<file path="config.mk">
export PLATFORM = sky130hd
export DESIGN_NAME = relay_channel_timer_controller_flat
export DESIGN_NICKNAME = d
export VERILOG_FILES = /design/src/rtl/core/rcc_pkg.sv /design/src/rtl/core/rcc_if.sv /design/src/rtl/core/relay_channel_timer_controller.sv /design/src/rtl/core/rcc_cfg_regs.sv /design/src/rtl/core/rcc_engine.sv /design/src/flat_wrapper.sv
export SDC_FILE = /design/constraint.sdc
export NUM_CORES = 1
export LEC_CHECK = 0
export BUFFER_PORTS_ARGS = -buffer_cell sky130_fd_sc_hd__buf_2
export CORE_MARGIN = 3
export CORE_UTILIZATION = 25
export CTS_CLUSTER_SIZE = 20
export DETAILED_ROUTE_END_ITERATION = 6
export MAX_ROUTING_LAYER = met4
export PLACE_DENSITY = 0.42
export SETUP_SLACK_MARGIN = 0.1
export SYNTH_ARGS = -nofsm -noshare
export SYNTH_HDL_FRONTEND = slang
export SYNTH_SLANG_ARGS = --single-unit
</file>
<file path="constraint.sdc">
create_clock -name clk -period 7.1 [get_ports clk]
set_input_delay 0.355 -clock clk [delete_from_list [all_inputs] [get_ports clk]]
set_output_delay 0.355 -clock clk [all_outputs]
set_load 0.01 [all_outputs]
</file>
<file path="src/rtl/core/rcc_pkg.sv">
`timescale 1ns / 1ps
`default_nettype none
// ----------------------------------------------------------------------------
// Relay channel timer controller package
// Shared transaction types, register map, mode codes and reset values.
// ----------------------------------------------------------------------------
package rcc_pkg;

	localparam int CFG_IDX_W  = 2;
	localparam int CFG_DATA_W = 18;

	typedef enum logic [CFG_IDX_W-1:0] {
		CFG_MOMENTARY_MS    = 2'd0,
		CFG_LIGHT_ON_MS     = 2'd1,
		CFG_LATCH_HOLDOFF_MS = 2'd2,
		CFG_PUSHING_MS      = 2'd3
	} cfg_reg_t;

	typedef enum logic [1:0] {
		MODE_LATCH     = 2'd0,
		MODE_PUSHING   = 2'd1,
		MODE_MOMENTARY = 2'd2,
		MODE_NONE      = 2'd3
	} mode_t;

	localparam logic [3:0] BTN_ONE   = 4'h1;
	localparam logic [3:0] BTN_TWO   = 4'h2;
	localparam logic [3:0] BTN_THREE = 4'h4;
	localparam logic [3:0] BTN_FOUR  = 4'h8;

	localparam logic [17:0] MOMENTARY_MS_RST     = 18'd7000;
	localparam logic [17:0] LIGHT_ON_MS_RST      = 18'd3000;
	localparam logic [15:0] LATCH_HOLDOFF_MS_RST = 16'd1000;
	localparam logic [15:0] PUSHING_MS_RST       = 16'd1000;

	typedef struct packed {
		logic [17:0] momentary_ms;
		logic [17:0] light_on_ms;
		logic [15:0] latch_holdoff_ms;
		logic [15:0] pushing_ms;
	} cfg_t;

	typedef struct packed {
		logic [31:0] now_ms;
		logic        func;
		logic [3:0]  button_bits;
		logic        known_remote;
		logic [7:0]  mode_byte;
	} pass_item_t;

	typedef struct packed {
		logic [2:0] relay_toggle;
		logic       lamp_on;
	} result_item_t;

endpackage
`default_nettype wire

</file>
<file path="src/rtl/core/rcc_if.sv">
`timescale 1ns / 1ps
`default_nettype none
// ----------------------------------------------------------------------------
// Relay channel timer controller channel interfaces
// Valid/ready channels for loop pass transactions and result transactions.
// ----------------------------------------------------------------------------
interface rcc_pass_if import rcc_pkg::*; ();
	logic       valid;
	logic       ready;
	pass_item_t data;

	modport source (output valid, output data, input ready);
	modport sink (input valid, input data, output ready);
endinterface

interface rcc_result_if import rcc_pkg::*; ();
	logic         valid;
	logic         ready;
	result_item_t data;

	modport source (output valid, output data, input ready);
	modport sink (input valid, input data, output ready);
endinterface
`default_nettype wire

</file>
<file path="src/rtl/core/relay_channel_timer_controller.sv">
`timescale 1ns / 1ps
`default_nettype none
// ----------------------------------------------------------------------------
// Relay channel timer controller
// Relay toggle and lamp controller driven by remote events and time.
//
// Each transaction on the pass channel is one control loop pass: the current
// millisecond time and an optional remote event. Each pass yields exactly one
// transaction on the result channel: the relay to invert (0 for none) and
// the lamp level after the pass. Timing settings are written through the
// configuration port; the user must write them only while no pass is in
// flight, as the block itself does not enforce this. A pass is captured in
// an input register and resolved by the engine into the result register
// once that register is free or being taken. While the receiver does not
// stall, one pass is accepted per cycle. When the receiver stalls, the
// result register holds and the input register can still take one more
// pass; after that the pass channel drops ready.
// Reset clears all deadlines, the lamp and the pipeline, and loads the
// default timing settings.
// ----------------------------------------------------------------------------
module relay_channel_timer_controller import rcc_pkg::*; #(
	parameter int CHANNELS  = 4,
	parameter int TIME_BITS = 32
) (
	input  wire logic                  clk,
	input  wire logic                  arst_n,
	input  wire logic                  cfg_we,
	input  wire logic [CFG_IDX_W-1:0]  cfg_idx,
	input  wire logic [CFG_DATA_W-1:0] cfg_wdata,
	rcc_pass_if.sink                   pass,
	rcc_result_if.source               result
);

	cfg_t         cfg;
	pass_item_t   pass_s1;
	logic         valid_s1;
	result_item_t res_d;
	result_item_t res_q;
	logic         res_valid_q;
	logic         step;

	assign step       = valid_s1 && (!res_valid_q || result.ready);
	assign pass.ready = !valid_s1 || step;

	rcc_cfg_regs u_cfg (
		.clk       (clk),
		.arst_n    (arst_n),
		.cfg_we    (cfg_we),
		.cfg_idx   (cfg_idx),
		.cfg_wdata (cfg_wdata),
		.cfg       (cfg)
	);

	rcc_engine #(
		.CHANNELS  (CHANNELS),
		.TIME_BITS (TIME_BITS)
	) u_engine (
		.clk    (clk),
		.arst_n (arst_n),
		.step   (step),
		.item   (pass_s1),
		.cfg    (cfg),
		.res    (res_d)
	);

	always_ff @(posedge clk or negedge arst_n) begin
		if (!arst_n) begin
			valid_s1    <= 1'b0;
			res_valid_q <= 1'b0;
		end else begin
			if (pass.ready) begin
				valid_s1 <= pass.valid;
			end
			if (step) begin
				res_valid_q <= 1'b1;
			end else if (result.ready) begin
				res_valid_q <= 1'b0;
			end
		end
	end

	always_ff @(posedge clk) begin
		if (pass.valid && pass.ready) begin
			pass_s1 <= pass.data;
		end
		if (step) begin
			res_q <= res_d;
		end
	end

	assign result.valid = res_valid_q;
	assign result.data  = res_q;

endmodule
`default_nettype wire

</file>
<file path="src/rtl/core/rcc_cfg_regs.sv">
`timescale 1ns / 1ps
`default_nettype none
// ----------------------------------------------------------------------------
// Relay channel timer controller configuration registers
// Write-only register file holding the timing settings.
// ----------------------------------------------------------------------------
module rcc_cfg_regs import rcc_pkg::*; (
	input  wire logic                  clk,
	input  wire logic                  arst_n,
	input  wire logic                  cfg_we,
	input  wire logic [CFG_IDX_W-1:0]  cfg_idx,
	input  wire logic [CFG_DATA_W-1:0] cfg_wdata,
	output cfg_t                       cfg
);

	cfg_t cfg_q;

	always_ff @(posedge clk or negedge arst_n) begin
		if (!arst_n) begin
			cfg_q.momentary_ms     <= MOMENTARY_MS_RST;
			cfg_q.light_on_ms      <= LIGHT_ON_MS_RST;
			cfg_q.latch_holdoff_ms <= LATCH_HOLDOFF_MS_RST;
			cfg_q.pushing_ms       <= PUSHING_MS_RST;
		end else if (cfg_we) begin
			case (cfg_reg_t'(cfg_idx))
				CFG_MOMENTARY_MS:     cfg_q.momentary_ms     <= cfg_wdata;
				CFG_LIGHT_ON_MS:      cfg_q.light_on_ms      <= cfg_wdata;
				CFG_LATCH_HOLDOFF_MS: cfg_q.latch_holdoff_ms <= cfg_wdata[15:0];
				CFG_PUSHING_MS:       cfg_q.pushing_ms       <= cfg_wdata[15:0];
				default: ;
			endcase
		end
	end

	assign cfg = cfg_q;

endmodule
`default_nettype wire

</file>
<file path="src/rtl/core/rcc_engine.sv">
`timescale 1ns / 1ps
`default_nettype none
// ----------------------------------------------------------------------------
// Relay channel timer controller engine
// Channel state, event handling, lamp timer and expiry pick for one pass.
// ----------------------------------------------------------------------------
module rcc_engine import rcc_pkg::*; #(
	parameter int CHANNELS  = 4,
	parameter int TIME_BITS = 32
) (
	input  wire logic clk,
	input  wire logic arst_n,
	input  wire logic step,
	input  pass_item_t item,
	input  cfg_t       cfg,
	output result_item_t res
);

	localparam int EW = (TIME_BITS > 32) ? TIME_BITS : 32;

	logic [TIME_BITS-1:0] rev_q [CHANNELS];
	logic [TIME_BITS-1:0] latch_q;
	logic [2:0]           last_btn_q;
	logic [TIME_BITS-1:0] lamp_dl_q;
	logic                 lamp_q;

	logic [TIME_BITS-1:0] rev_n [CHANNELS];
	logic [TIME_BITS-1:0] latch_n;
	logic [2:0]           last_btn_n;
	logic [TIME_BITS-1:0] lamp_dl_n;
	logic                 lamp_n;
	logic [2:0]           toggle;

	logic [EW-1:0]        now_e, mom_e, push_e, hold_e, light_e;
	logic [TIME_BITS-1:0] now_v, mom_sum, push_sum, hold_sum, light_sum;
	logic                 ev;

	assign now_e     = EW'(item.now_ms);
	assign mom_e     = now_e + EW'(cfg.momentary_ms);
	assign push_e    = now_e + EW'(cfg.pushing_ms);
	assign hold_e    = now_e + EW'(cfg.latch_holdoff_ms);
	assign light_e   = now_e + EW'(cfg.light_on_ms);
	assign now_v     = now_e[TIME_BITS-1:0];
	assign mom_sum   = mom_e[TIME_BITS-1:0];
	assign push_sum  = push_e[TIME_BITS-1:0];
	assign hold_sum  = hold_e[TIME_BITS-1:0];
	assign light_sum = light_e[TIME_BITS-1:0];
	assign ev        = item.func & item.known_remote;

	always_comb begin
		logic [2:0]           btn;
		logic [1:0]           bidx;
		mode_t                mode;
		logic [TIME_BITS-1:0] latch_d;
		logic                 hit;
		logic                 found;

		case (item.button_bits)
			BTN_ONE:   btn = 3'd1;
			BTN_TWO:   btn = 3'd2;
			BTN_THREE: btn = 3'd3;
			BTN_FOUR:  btn = 3'd4;
			default:   btn = 3'd0;
		endcase
		if (32'(btn) > CHANNELS) begin
			btn = 3'd0;
		end
		bidx    = 2'(btn - 3'd1);
		mode    = mode_t'(item.mode_byte[2*bidx +: 2]);
		latch_d = (btn != last_btn_q) ? '0 : latch_q;

		latch_n    = ev ? latch_d : latch_q;
		last_btn_n = ev ? btn : last_btn_q;
		toggle     = 3'd0;
		found      = 1'b0;

		for (int i = 0; i < CHANNELS; i++) begin
			hit = ev && (btn != 3'd0) && ({1'b0, btn} == 4'(i + 1));
			rev_n[i] = rev_q[i];
			if (hit) begin
				case (mode)
					MODE_LATCH: begin
						if (now_v > latch_d) begin
							toggle = 3'(i + 1);
							found  = 1'b1;
						end
						latch_n  = hold_sum;
						rev_n[i] = '0;
					end
					MODE_MOMENTARY: begin
						if (rev_q[i] == '0) begin
							toggle = 3'(i + 1);
							found  = 1'b1;
						end
						rev_n[i] = mom_sum;
					end
					MODE_PUSHING: begin
						if (rev_q[i] == '0) begin
							toggle = 3'(i + 1);
							found  = 1'b1;
						end
						rev_n[i] = push_sum;
					end
					default: ;
				endcase
			end
		end

		lamp_n    = lamp_q;
		lamp_dl_n = lamp_dl_q;
		if (ev) begin
			lamp_n    = 1'b1;
			lamp_dl_n = light_sum;
		end
		if (lamp_dl_n != '0 && now_v > lamp_dl_n) begin
			lamp_n    = 1'b0;
			lamp_dl_n = '0;
		end

		for (int i = 0; i < CHANNELS; i++) begin
			if (!found && rev_n[i] != '0 && now_v > rev_n[i]) begin
				toggle   = 3'(i + 1);
				rev_n[i] = '0;
				found    = 1'b1;
			end
		end
	end

	always_ff @(posedge clk or negedge arst_n) begin
		if (!arst_n) begin
			for (int i = 0; i < CHANNELS; i++) begin
				rev_q[i] <= '0;
			end
			latch_q    <= '0;
			last_btn_q <= 3'd0;
			lamp_dl_q  <= '0;
			lamp_q     <= 1'b0;
		end else if (step) begin
			for (int i = 0; i < CHANNELS; i++) begin
				rev_q[i] <= rev_n[i];
			end
			latch_q    <= latch_n;
			last_btn_q <= last_btn_n;
			lamp_dl_q  <= lamp_dl_n;
			lamp_q     <= lamp_n;
		end
	end

	assign res.relay_toggle = toggle;
	assign res.lamp_on      = lamp_n;

	// A relay number never names a channel that does not exist.
	assert property (@(posedge clk) disable iff (!arst_n)
		step |-> (4'(res.relay_toggle) <= CHANNELS))
		else $error("relay number beyond channel count");

	// An idle lamp never keeps a pending deadline.
	assert property (@(posedge clk) disable iff (!arst_n)
		!lamp_q |-> (lamp_dl_q == '0))
		else $error("lamp off with armed deadline");

	// State moves only when a pass is processed.
	assert property (@(posedge clk) disable iff (!arst_n)
		!step |=> ($stable(lamp_q) && $stable(last_btn_q) && $stable(latch_q)))
		else $error("state changed without a pass");

endmodule
`default_nettype wire

</file>
<file path="src/flat_wrapper.sv">
// flat-port wrapper written by rule: the top's interface ports become plain ports
module relay_channel_timer_controller_flat import rcc_pkg::*;
#(
	parameter int CHANNELS  = 4,
	parameter int TIME_BITS = 32
)
  (clk, arst_n, cfg_we, cfg_idx, cfg_wdata, pass_valid, pass_data, pass_ready, result_valid, result_data, result_ready);
  rcc_pass_if pass_i ();
  rcc_result_if result_i ();
  input  wire logic clk;
  input  wire logic arst_n;
  input  wire logic cfg_we;
  input  wire logic [CFG_IDX_W-1:0] cfg_idx;
  input  wire logic [CFG_DATA_W-1:0] cfg_wdata;
  input wire logic [$bits(pass_i.valid)-1:0] pass_valid;
  input wire logic [$bits(pass_i.data)-1:0] pass_data;
  output wire logic [$bits(pass_i.ready)-1:0] pass_ready;
  output wire logic [$bits(result_i.valid)-1:0] result_valid;
  output wire logic [$bits(result_i.data)-1:0] result_data;
  input wire logic [$bits(result_i.ready)-1:0] result_ready;
  assign pass_i.valid = pass_valid;
  assign pass_i.data = pass_data;
  assign pass_ready = pass_i.ready;
  assign result_valid = result_i.valid;
  assign result_data = result_i.data;
  assign result_i.ready = result_ready;
  relay_channel_timer_controller #(.CHANNELS(CHANNELS), .TIME_BITS(TIME_BITS)) u_core (.clk(clk), .arst_n(arst_n), .cfg_we(cfg_we), .cfg_idx(cfg_idx), .cfg_wdata(cfg_wdata), .pass(pass_i), .result(result_i));
endmodule
</file>
== Word-level counts from Yosys, hierarchy flattened ==
Index checks and enable logic that the tools add are counted.

* Flip-flop bits (word level): 316
* Output and inout bits: 6
* Word-level logic and storage cells: 160

* Add/sub/neg operators: 5
* Order comparisons: 7
* Equality and inequality tests: 14
* Shift operators: 1
* Muxes and demuxes: 68
* Bitwise gates (word level): 1
* Reduce and logical (&&, ||, !) cells: 43

{| class="wikitable"
|+ Operators by type and width
! operator !! number
|-
| 32-bit 2-to-1 mux || 20
|-
| 32-bit one-hot mux with 3 select lines || 4
|-
| 32-bit > comparator || 6
|-
| 32-bit nonzero test || 5
|-
| 32-bit logical NOT || 4
|-
| 32-bit by 16-bit adder with 32-bit output || 2
|-
| 32-bit by 18-bit adder with 32-bit output || 2
|-
| 3-bit 2-to-1 mux || 13
|-
| 1-bit 2-to-1 mux || 22
|-
| 3-bit one-hot mux with 2 select lines || 3
|-
| 1-bit logical AND || 16
|-
| 3-bit one-hot mux with 4 select lines || 1
|-
| 1-bit one-hot mux with 2 select lines || 5
|-
| 2-bit AND reduction || 5
|-
| 8-bit by 4-bit indexed part select with 2-bit output || 1
|-
| 2-bit == test, second input constant || 3
|-
| 3-bit by 2-bit == test with 1-bit output, second input constant || 2
|-
| 1-bit logical NOT || 6
|-
| 2-bit by 1-bit == test with 1-bit output, second input constant || 2
|-
| 4-bit by 1-bit == test with 1-bit output, second input constant || 1
|-
| 4-bit by 2-bit == test with 1-bit output, second input constant || 1
|-
| 4-bit by 3-bit == test with 1-bit output, second input constant || 1
|-
| 4-bit == test, second input constant || 1
|-
| 2-bit logical NOT || 2
|-
| 10 further kinds || 11
|}

== Longest topological paths before layout ==
* Word-level depth: 35
* Gate-level depth with buffers: 30
* Gate-level depth less buffers: 27

== Modules after synthesis ==
Synthesis repeated with hierarchy kept, for this count alone.

* Cell total of the unflattened synthesis: 2710
* Area, all modules: 24622.4 µm²

{| class="wikitable"
|+ By module, submodules not included
! module !! instances !! cells each !! area each (µm²) !! sequential area each (µm²)
|-
| rcc_engine || 1 || 2507 || 20434.6 || 4904.7
|-
| rcc_cfg_regs || 1 || 145 || 2582.5 || 1734.2
|-
| relay_channel_timer_controller || 1 || 58 || 1605.3 || 1551.5
|}

== Worst setup path after synthesis ==
OpenSTA, ideal clock, no wires.

* Path type: reg-to-reg
* Start: register u_core.pass_s1[11] in the netlist's numbering
* End: register u_core.u_engine.rev_q[10] in the netlist's numbering
* Setup time: 0.121 ns
* Arrival time: 6.473 ns
* Path slack: 0.506 ns
* Cell stages (with the launch flop): 28
* Buffers on the path: 5
* Period minus slack after synthesis: 6.594 ns
* Cells stage by stage: edfxtp_1 > xnor2_1 > or3_1 > clkbuf_1 > inv_1 > ha_1 > mux4_2 > ha_1 > nor4_1 > and2_0 > clkbuf_1 > buf_1 > buf_1 > mux2i_1 > ha_1 > a21o_1 > a21o_1 > a21o_1 > a21oi_1 > nor2b_1 > o211ai_1 > nand3_1 > a221o_1 > a221o_1 > o211ai_1 > nand4_1 > buf_2 > a22o_1

* Word-level cells in the longest chain between the ends: 35
* Elaborated cells between the ends (all ways): 73
* Those cells by class: add/sub (1); order compare (6); eq/ne (11); shift (1); mux (30); reduce/logical (24)

{| class="wikitable"
|+ RTL lines
! item !! RTL line !! RTL
|-
| start, declared || relay_channel_timer_controller.sv:35 || <nowiki>pass_item_t pass_s1;</nowiki>
|-
| start signal, assigned || relay_channel_timer_controller.sv:84 || <nowiki>pass_s1 <= pass.data;</nowiki>
|-
| 4-bit == test (tied with other cells) || rcc_engine.sv:58 || <nowiki>case (item.button_bits)</nowiki>
|-
| 3-bit one-hot mux with 4 select lines * || rcc_engine.sv:58 ||
|-
| 3-bit > comparator || rcc_engine.sv:65 || <nowiki>if (32'(btn) > CHANNELS) begin</nowiki>
|-
| 3-bit 2-to-1 mux * || rcc_engine.sv:65 ||
|-
| 3-bit != test / 2-bit by 1-bit subtractor with 2-bit output (equally long branches) || rcc_engine.sv:70, rcc_engine.sv:68 ||
|-
| 32-bit 2-to-1 mux / 8-bit by 4-bit indexed part select with 2-bit output (equally long branches) || rcc_engine.sv:70, rcc_engine.sv:69 ||
|-
| 32-bit > comparator (tied with other cells) || rcc_engine.sv:83 || <nowiki>if (now_v > latch_d) begin</nowiki>
|-
| 1-bit 2-to-1 mux / 2-bit OR reduction (equally long branches) || -- ||
|-
| (+16 left out) || -- ||
|-
| 1-bit logical AND (2 in series) || rcc_engine.sv:121 || <nowiki>if (!found && rev_n[i] != '0 && now_v > rev_n[i]) begin</nowiki>
|-
| 1-bit 2-to-1 mux || rcc_engine.sv:121 ||
|-
| 1-bit logical NOT || rcc_engine.sv:121 ||
|-
| 1-bit logical AND (2 in series) || rcc_engine.sv:121 ||
|-
| 1-bit 2-to-1 mux || rcc_engine.sv:121 ||
|-
| 1-bit logical NOT || rcc_engine.sv:121 ||
|-
| 1-bit logical AND (2 in series) || rcc_engine.sv:121 ||
|-
| 32-bit 2-to-1 mux * || rcc_engine.sv:121 ||
|-
| end signal, assigned by index || rcc_engine.sv:140 || <nowiki>rev_q[i] <= rev_n[i];</nowiki>
|-
| end, declared || rcc_engine.sv:21 || <nowiki>logic [TIME_BITS-1:0] rev_q [CHANNELS];</nowiki>
|}

Mark *: on every way between the ends. The rest lies on a longest branch, timed or not.
A chain may end at the register's enable or synchronous reset.

== Final worst setup path ==
* Start: register u_core.pass_s1[11] in the netlist's numbering
* End: register u_core.u_engine.rev_q[33] in the netlist's numbering

* Word-level cells in the longest chain between the ends: 31
* Elaborated cells between the ends (all ways): 65
* Those cells by class: add/sub (1); order compare (5); eq/ne (11); shift (1); mux (27); reduce/logical (20)

{| class="wikitable"
|+ RTL lines
! item !! RTL line
|-
| 4-bit == test (tied with other cells) || rcc_engine.sv:58
|-
| 3-bit one-hot mux with 4 select lines * || rcc_engine.sv:58
|-
| 3-bit > comparator || rcc_engine.sv:65
|-
| 3-bit 2-to-1 mux * || rcc_engine.sv:65
|-
| 3-bit != test / 2-bit by 1-bit subtractor with 2-bit output (equally long branches) || rcc_engine.sv:70, rcc_engine.sv:68
|-
| 32-bit 2-to-1 mux / 8-bit by 4-bit indexed part select with 2-bit output (equally long branches) || rcc_engine.sv:70, rcc_engine.sv:69
|-
| 32-bit > comparator (tied with other cells) || rcc_engine.sv:83
|-
| 1-bit 2-to-1 mux / 2-bit OR reduction (equally long branches) || --
|-
| (+12 left out) || --
|-
| 1-bit logical AND (2 in series) || rcc_engine.sv:121
|-
| 1-bit 2-to-1 mux || rcc_engine.sv:121
|-
| 1-bit logical NOT || rcc_engine.sv:121
|-
| 1-bit logical AND (2 in series) || rcc_engine.sv:121
|-
| 1-bit 2-to-1 mux || rcc_engine.sv:121
|-
| 1-bit logical NOT || rcc_engine.sv:121
|-
| 1-bit logical AND (2 in series) || rcc_engine.sv:121
|-
| 32-bit 2-to-1 mux * || rcc_engine.sv:121
|}

Marks and branches as above.

==> out/qor.csv <==
stage,metric,value,unit
synthesis,main flop type after synthesis,dfrtp_1,
timing,crit share post-route,0.9375,
synthesis,Yosys reg bits,316,
synthesis,distinct cell type count after synthesis,91,
die,Initial Utilization,0.2525,
power_and_ir_drop,Max VDD drop,0.0001736,V
synthesis,sequential share of the synthesized area,0.3354,
die,core region area,96710,um^2
routing,Initial DRC Count,1716,
power_and_ir_drop,Internal Pwr Total,4.625,mW
routing,routed vias/inst,5.384,
timing,unrepaired setup endpoints after global routing,true,
synthesis,Post-Syn Instances,2710,
synthesis,syn_nets,3053,
routing,drt wl/cell,24.51,um
worst_setup_path,arrival time at the worst endpoint,7.16,ns
timing,Max Fclk,0.1502,GHz
min_path,Worst Min Path Start,cfg_wdata[7],
routing,residual DRC count,0,
timing,post-layout min period,6.656,ns
die,full die area,101500,um^2
synthesis,Ys Warns,0,
worst_setup_path,type of origin of the critical path,flip-flop,
cts,Clock transition at path regs,0.06,ns
global_route,GRT Overall Usage,0.2016,
die,Die X-Extent,318.5,um
timing,setup TNS,0,ns
worst_setup_path,Crit Path Class,flip-flop to flip-flop,
worst_setup_path,Critical Path RT,7.61,ns
die,row count,114,
synthesis,post-synthesis cell area,24420,um^2
worst_setup_path,slowest CP cell,or3_1,
power_and_ir_drop,switching pwr,3.309,mW
synthesis,cell taking the most area after synthesis,dfrtp_1,
worst_setup_path,RR Endpoint,u_core.u_engine.rev_q[33]$_DFFE_PN0P_,
worst_setup_path,r2r worst-path depth,27,
synthesis,top-area cell type share of the netlist area,0.2459,
timing,clock skew,0.02740,ns
timing,worst hold slack,0.08205,ns
synthesis,"Async S/R FF share, synth",0.8418,
synthesis,Post-synth EDFFs,50,
status,run status,completed,
worst_setup_path,Worst Setup EP,u_core.u_engine.rev_q[33]$_DFFE_PN0P_,
cts,Worst-Skew Late Latency,0.60,ns
timing,slew at the pin with the worst max-slew slack,1.352,ns
cts,maximum buffer depth of the clock tree,3,
synthesis,syn avg cell area,9.011,um^2
power_and_ir_drop,Clock Power Share,0.276,
global_route,grt ovf,0,
cts,H-Tree Level Count,2,
cts,TritonCTS clock tree,done,
worst_setup_path,slack of the worst reg-to-reg path,0.44,ns
timing,relative slew slack,0.09891,
global_route,largest net degree at the start of global routing,155,
cts,clock net sink count,316,
worst_setup_path,Critical path origin,u_core.pass_s1[11]$_DFFE_PP_,
place,Placer Congestion,0.9257,
synthesis,top post-synthesis cells by area,"dfrtp_1 (25%), ha_1 (14%), edfxtp_1 (6.1%)",
global_route,first-pass GRT wire length,150700,um
global_route,initial antenna violation count,1,
cts,CTS Buf Count,43,
layout,Filler Cell Count,10255,
place,Buffers on Ports,76,
power_and_ir_drop,switching share of power,0.4171,
die,Ports,77,
power_and_ir_drop,Leak,11.95,nW
global_route,vias in the first global route,22307,
worst_setup_path,crit-path max cell delay,0.45,ns
flow_run,number of max-cap violations,0,
routing,drt total wl,102200,um
routing,First-pass DRT Iterations,6,
layout,Syn-to-layout area delta,17.47,%
place,Detailed Place HPWL,77920,um
die,Die H,318.5,um
timing,Final Hold Vio Count,0,
layout,Nets,3204,
cts,CTS root buf,clkbuf_16,
worst_setup_path,worst r2r src,u_core.pass_s1[11]$_DFFE_PP_,
power_and_ir_drop,power share of the sequential group,0.293,
routing,vias,22439,
worst_setup_path,critical path capture point type,flip-flop,
timing,max-slew violations,0,
power_and_ir_drop,Gate power share,0.432,
timing,Setup Viol. Count Final,0,
power_and_ir_drop,pwr dens,276.5,nW/um^2
min_path,Hold Crit Class,primary input to flip-flop,
routing,"antenna viol nets, final",0,
layout,layout cells sized above 1,0.1508,
worst_setup_path,"Max FO, Critical Path",33,
## Yosys cell counts, types with 11 or more instances
| library cell | number |
|---|---|
| nor4_1 | 30 |
| or3_1 | 18 |
| dfstp_2 | 26 |
| nor2b_1 | 19 |
| o21ai_2 | 30 |
| inv_1 | 54 |
| and3_1 | 28 |
| nor3_1 | 52 |
| ha_1 | 268 |
| xor2_1 | 19 |
| a21o_1 | 90 |
| xnor2_1 | 54 |
| o211ai_1 | 27 |
| mux2i_1 | 71 |
| buf_1 | 12 |
| dfrtp_1 | 240 |
| a211oi_1 | 14 |
| and2_1 | 21 |
| o21a_1 | 40 |
| nand4_1 | 70 |
| buf_2 | 17 |
| o21ai_0 | 185 |
| a22o_1 | 38 |
| nor2_1 | 198 |
| a21oi_1 | 191 |
| nand3_1 | 44 |
| nand2b_1 | 24 |
| a31oi_1 | 18 |
| a221oi_1 | 16 |
| a22oi_1 | 13 |
| and4_1 | 11 |
| edfxtp_1 | 50 |
| mux2_2 | 72 |
| o31ai_1 | 34 |
| clkbuf_1 | 101 |
| nand2_1 | 321 |
## how the worst min path moves through the flow
stage / end / cells after the start / slack [ns]
2_1_floorplan: u_core.result.valid$_DFFE_PN0P_ / 0 / 0.06
3_3_place_gp: u_core.u_cfg.cfg[38]$_DFFE_PN0P_ / 1 / 0.42
3_5_place_dp: u_core.u_cfg.cfg[38]$_DFFE_PN0P_ / 1 / 0.42
4_1_cts: u_core.u_cfg.cfg[7]$_DFFE_PN1P_ / 2 / 0.04
5_1_grt: u_core.u_cfg.cfg[8]$_DFFE_PN1P_ / 2 / 0.07
6_report: u_core.u_cfg.cfg[7]$_DFFE_PN1P_ / 2 / 0.08
## state kept, by name, summed over array words and instances (netlist names)
name	count
u_core.u_cfg.cfg	68
u_core.result.data	4
u_core.valid_s1	1
u_core.u_engine.rev_q	128
u_core.u_engine.last_btn_q	3
u_core.pass_s1	46
u_core.u_engine.lamp_q	1
u_core.u_engine.latch_q	32
u_core.result.valid	1
u_core.u_engine.lamp_dl_q	32
## layer usage
layer  global-route usage  part of all wire
met4              0.05469             0.028
met1               0.2714              0.46
met3              0.01919             0.045
met2               0.3238              0.47
met5                    -                 0
## power by group through the flow
stage	Clock [mW]	Sequential, mW	Combinational [mW]
final	2.19	2.32	3.42
after global routing	2.32	2.35	3.75
after CTS	2.27	2.32	3.41
after detailed placement	0	2.35	3.37
after global placement	0	2.35	3.36
after floorplan	0	2.28	2.16
## metrics by stage
stage | power [mW] | worst slack, ns | cell area, um^2 | instances | utilization
floorplan | 4.443 | 0.5056 | 24420 | 2710 | -
global placement | 5.711 | 0.2284 | 26830 | 4044 | 0.2775
detailed placement | 5.715 | 0.1756 | 26830 | 4044 | 0.2775
CTS | 7.994 | 0.1453 | 28660 | 4166 | 0.2964
global route | 8.425 | 0.08971 | 28690 | 4167 | 0.2966
finish | 7.933 | 0.4440 | 28690 | 4168 | 0.2966
## logic make-up (layout without fill, tap and decap cells)
family | Yosys count | in the layout | synth area share
simple gates | 886 | 886 | 0.1739
compound gates | 831 | 831 | 0.2292
flops | 316 | 316 | 0.3354
fa+ha+maj | 272 | 272 | 0.1406
buf+inv | 187 | 368 | 0.03054
mux | 145 | 145 | 0.06415
xor+xnor | 73 | 73 | 0.02618
other cells | 0 | 1 | 0
## critical path: cells and delay by family, from the launching register on
family	cells	cell delay [ns]
buffers and inverters	5	1.12
flip-flops	1	0.44
multiplexers	3	0.90
XOR/XNOR	1	0.15
AND/OR/NAND/NOR	8	1.47
AO/OA/AOI/OAI	7	1.53
adder cells (fa/ha/maj)	3	0.92
## cell usage in the layout, fill, tap and decap left out, types with 11 or more instances in the layout
| cell type | netlist | layout |
|---|---|---|
| a31oi_1 | 18 | 17 |
| nor2b_1 | 19 | 19 |
| and4_1 | 11 | 11 |
| a221oi_1 | 16 | 16 |
| mux2_2 | 72 | 72 |
| a21oi_1 | 191 | 191 |
| clkinv_2 | 0 | 13 |
| xnor2_1 | 54 | 54 |
| o31ai_1 | 34 | 34 |
| o21a_1 | 40 | 40 |
| a21o_1 | 90 | 90 |
| dlygate4sd3_1 | 0 | 47 |
| dfstp_2 | 26 | 26 |
| clkbuf_16 | 0 | 45 |
| nor2_1 | 198 | 197 |
| or3_1 | 18 | 18 |
| nand2b_1 | 24 | 24 |
| inv_1 | 54 | 53 |
| o21ai_0 | 185 | 183 |
| and3_1 | 28 | 28 |
| o21ai_2 | 30 | 33 |
| nand4_1 | 70 | 70 |
| buf_4 | 0 | 110 |
| a22o_1 | 38 | 38 |
| nor3_1 | 52 | 51 |
| a22oi_1 | 13 | 13 |
| nand2_1 | 321 | 319 |
| xor2_1 | 19 | 19 |
| ha_1 | 268 | 267 |
| edfxtp_1 | 50 | 50 |
| dfrtp_1 | 240 | 240 |
| and2_1 | 21 | 20 |
| mux2i_1 | 71 | 70 |
| nor4_1 | 30 | 30 |
| o211ai_1 | 27 | 27 |
| nand3_1 | 44 | 44 |
| buf_2 | 17 | 75 |
| a211oi_1 | 14 | 14 |
## cell type report
class                   count  area (um^2)  share of cell area
inverters                  54        206.4            0.007196
clock buffers              52         1172             0.04087
multi-input cells        2207        15530              0.5415
diodes                      1        2.502          0.00008723
flip-flops and latches    316         8190              0.2855
clock inverters            23        187.7            0.006542
well taps                1276         1597             0.05565
repair buffers            239         1798             0.06267
## repair_timing
| action | in CTS | in global routing |
|---|---|---|
| hold buffers | 47 | 0 |
| hold endpoints to repair | 109 | 0 |
| buffers inserted | 0 | 1 |
| endpoints found under the setup margin | 0 | 88 |
| resized for setup | 0 | 4 |
(Power assumes the default switching activity.)
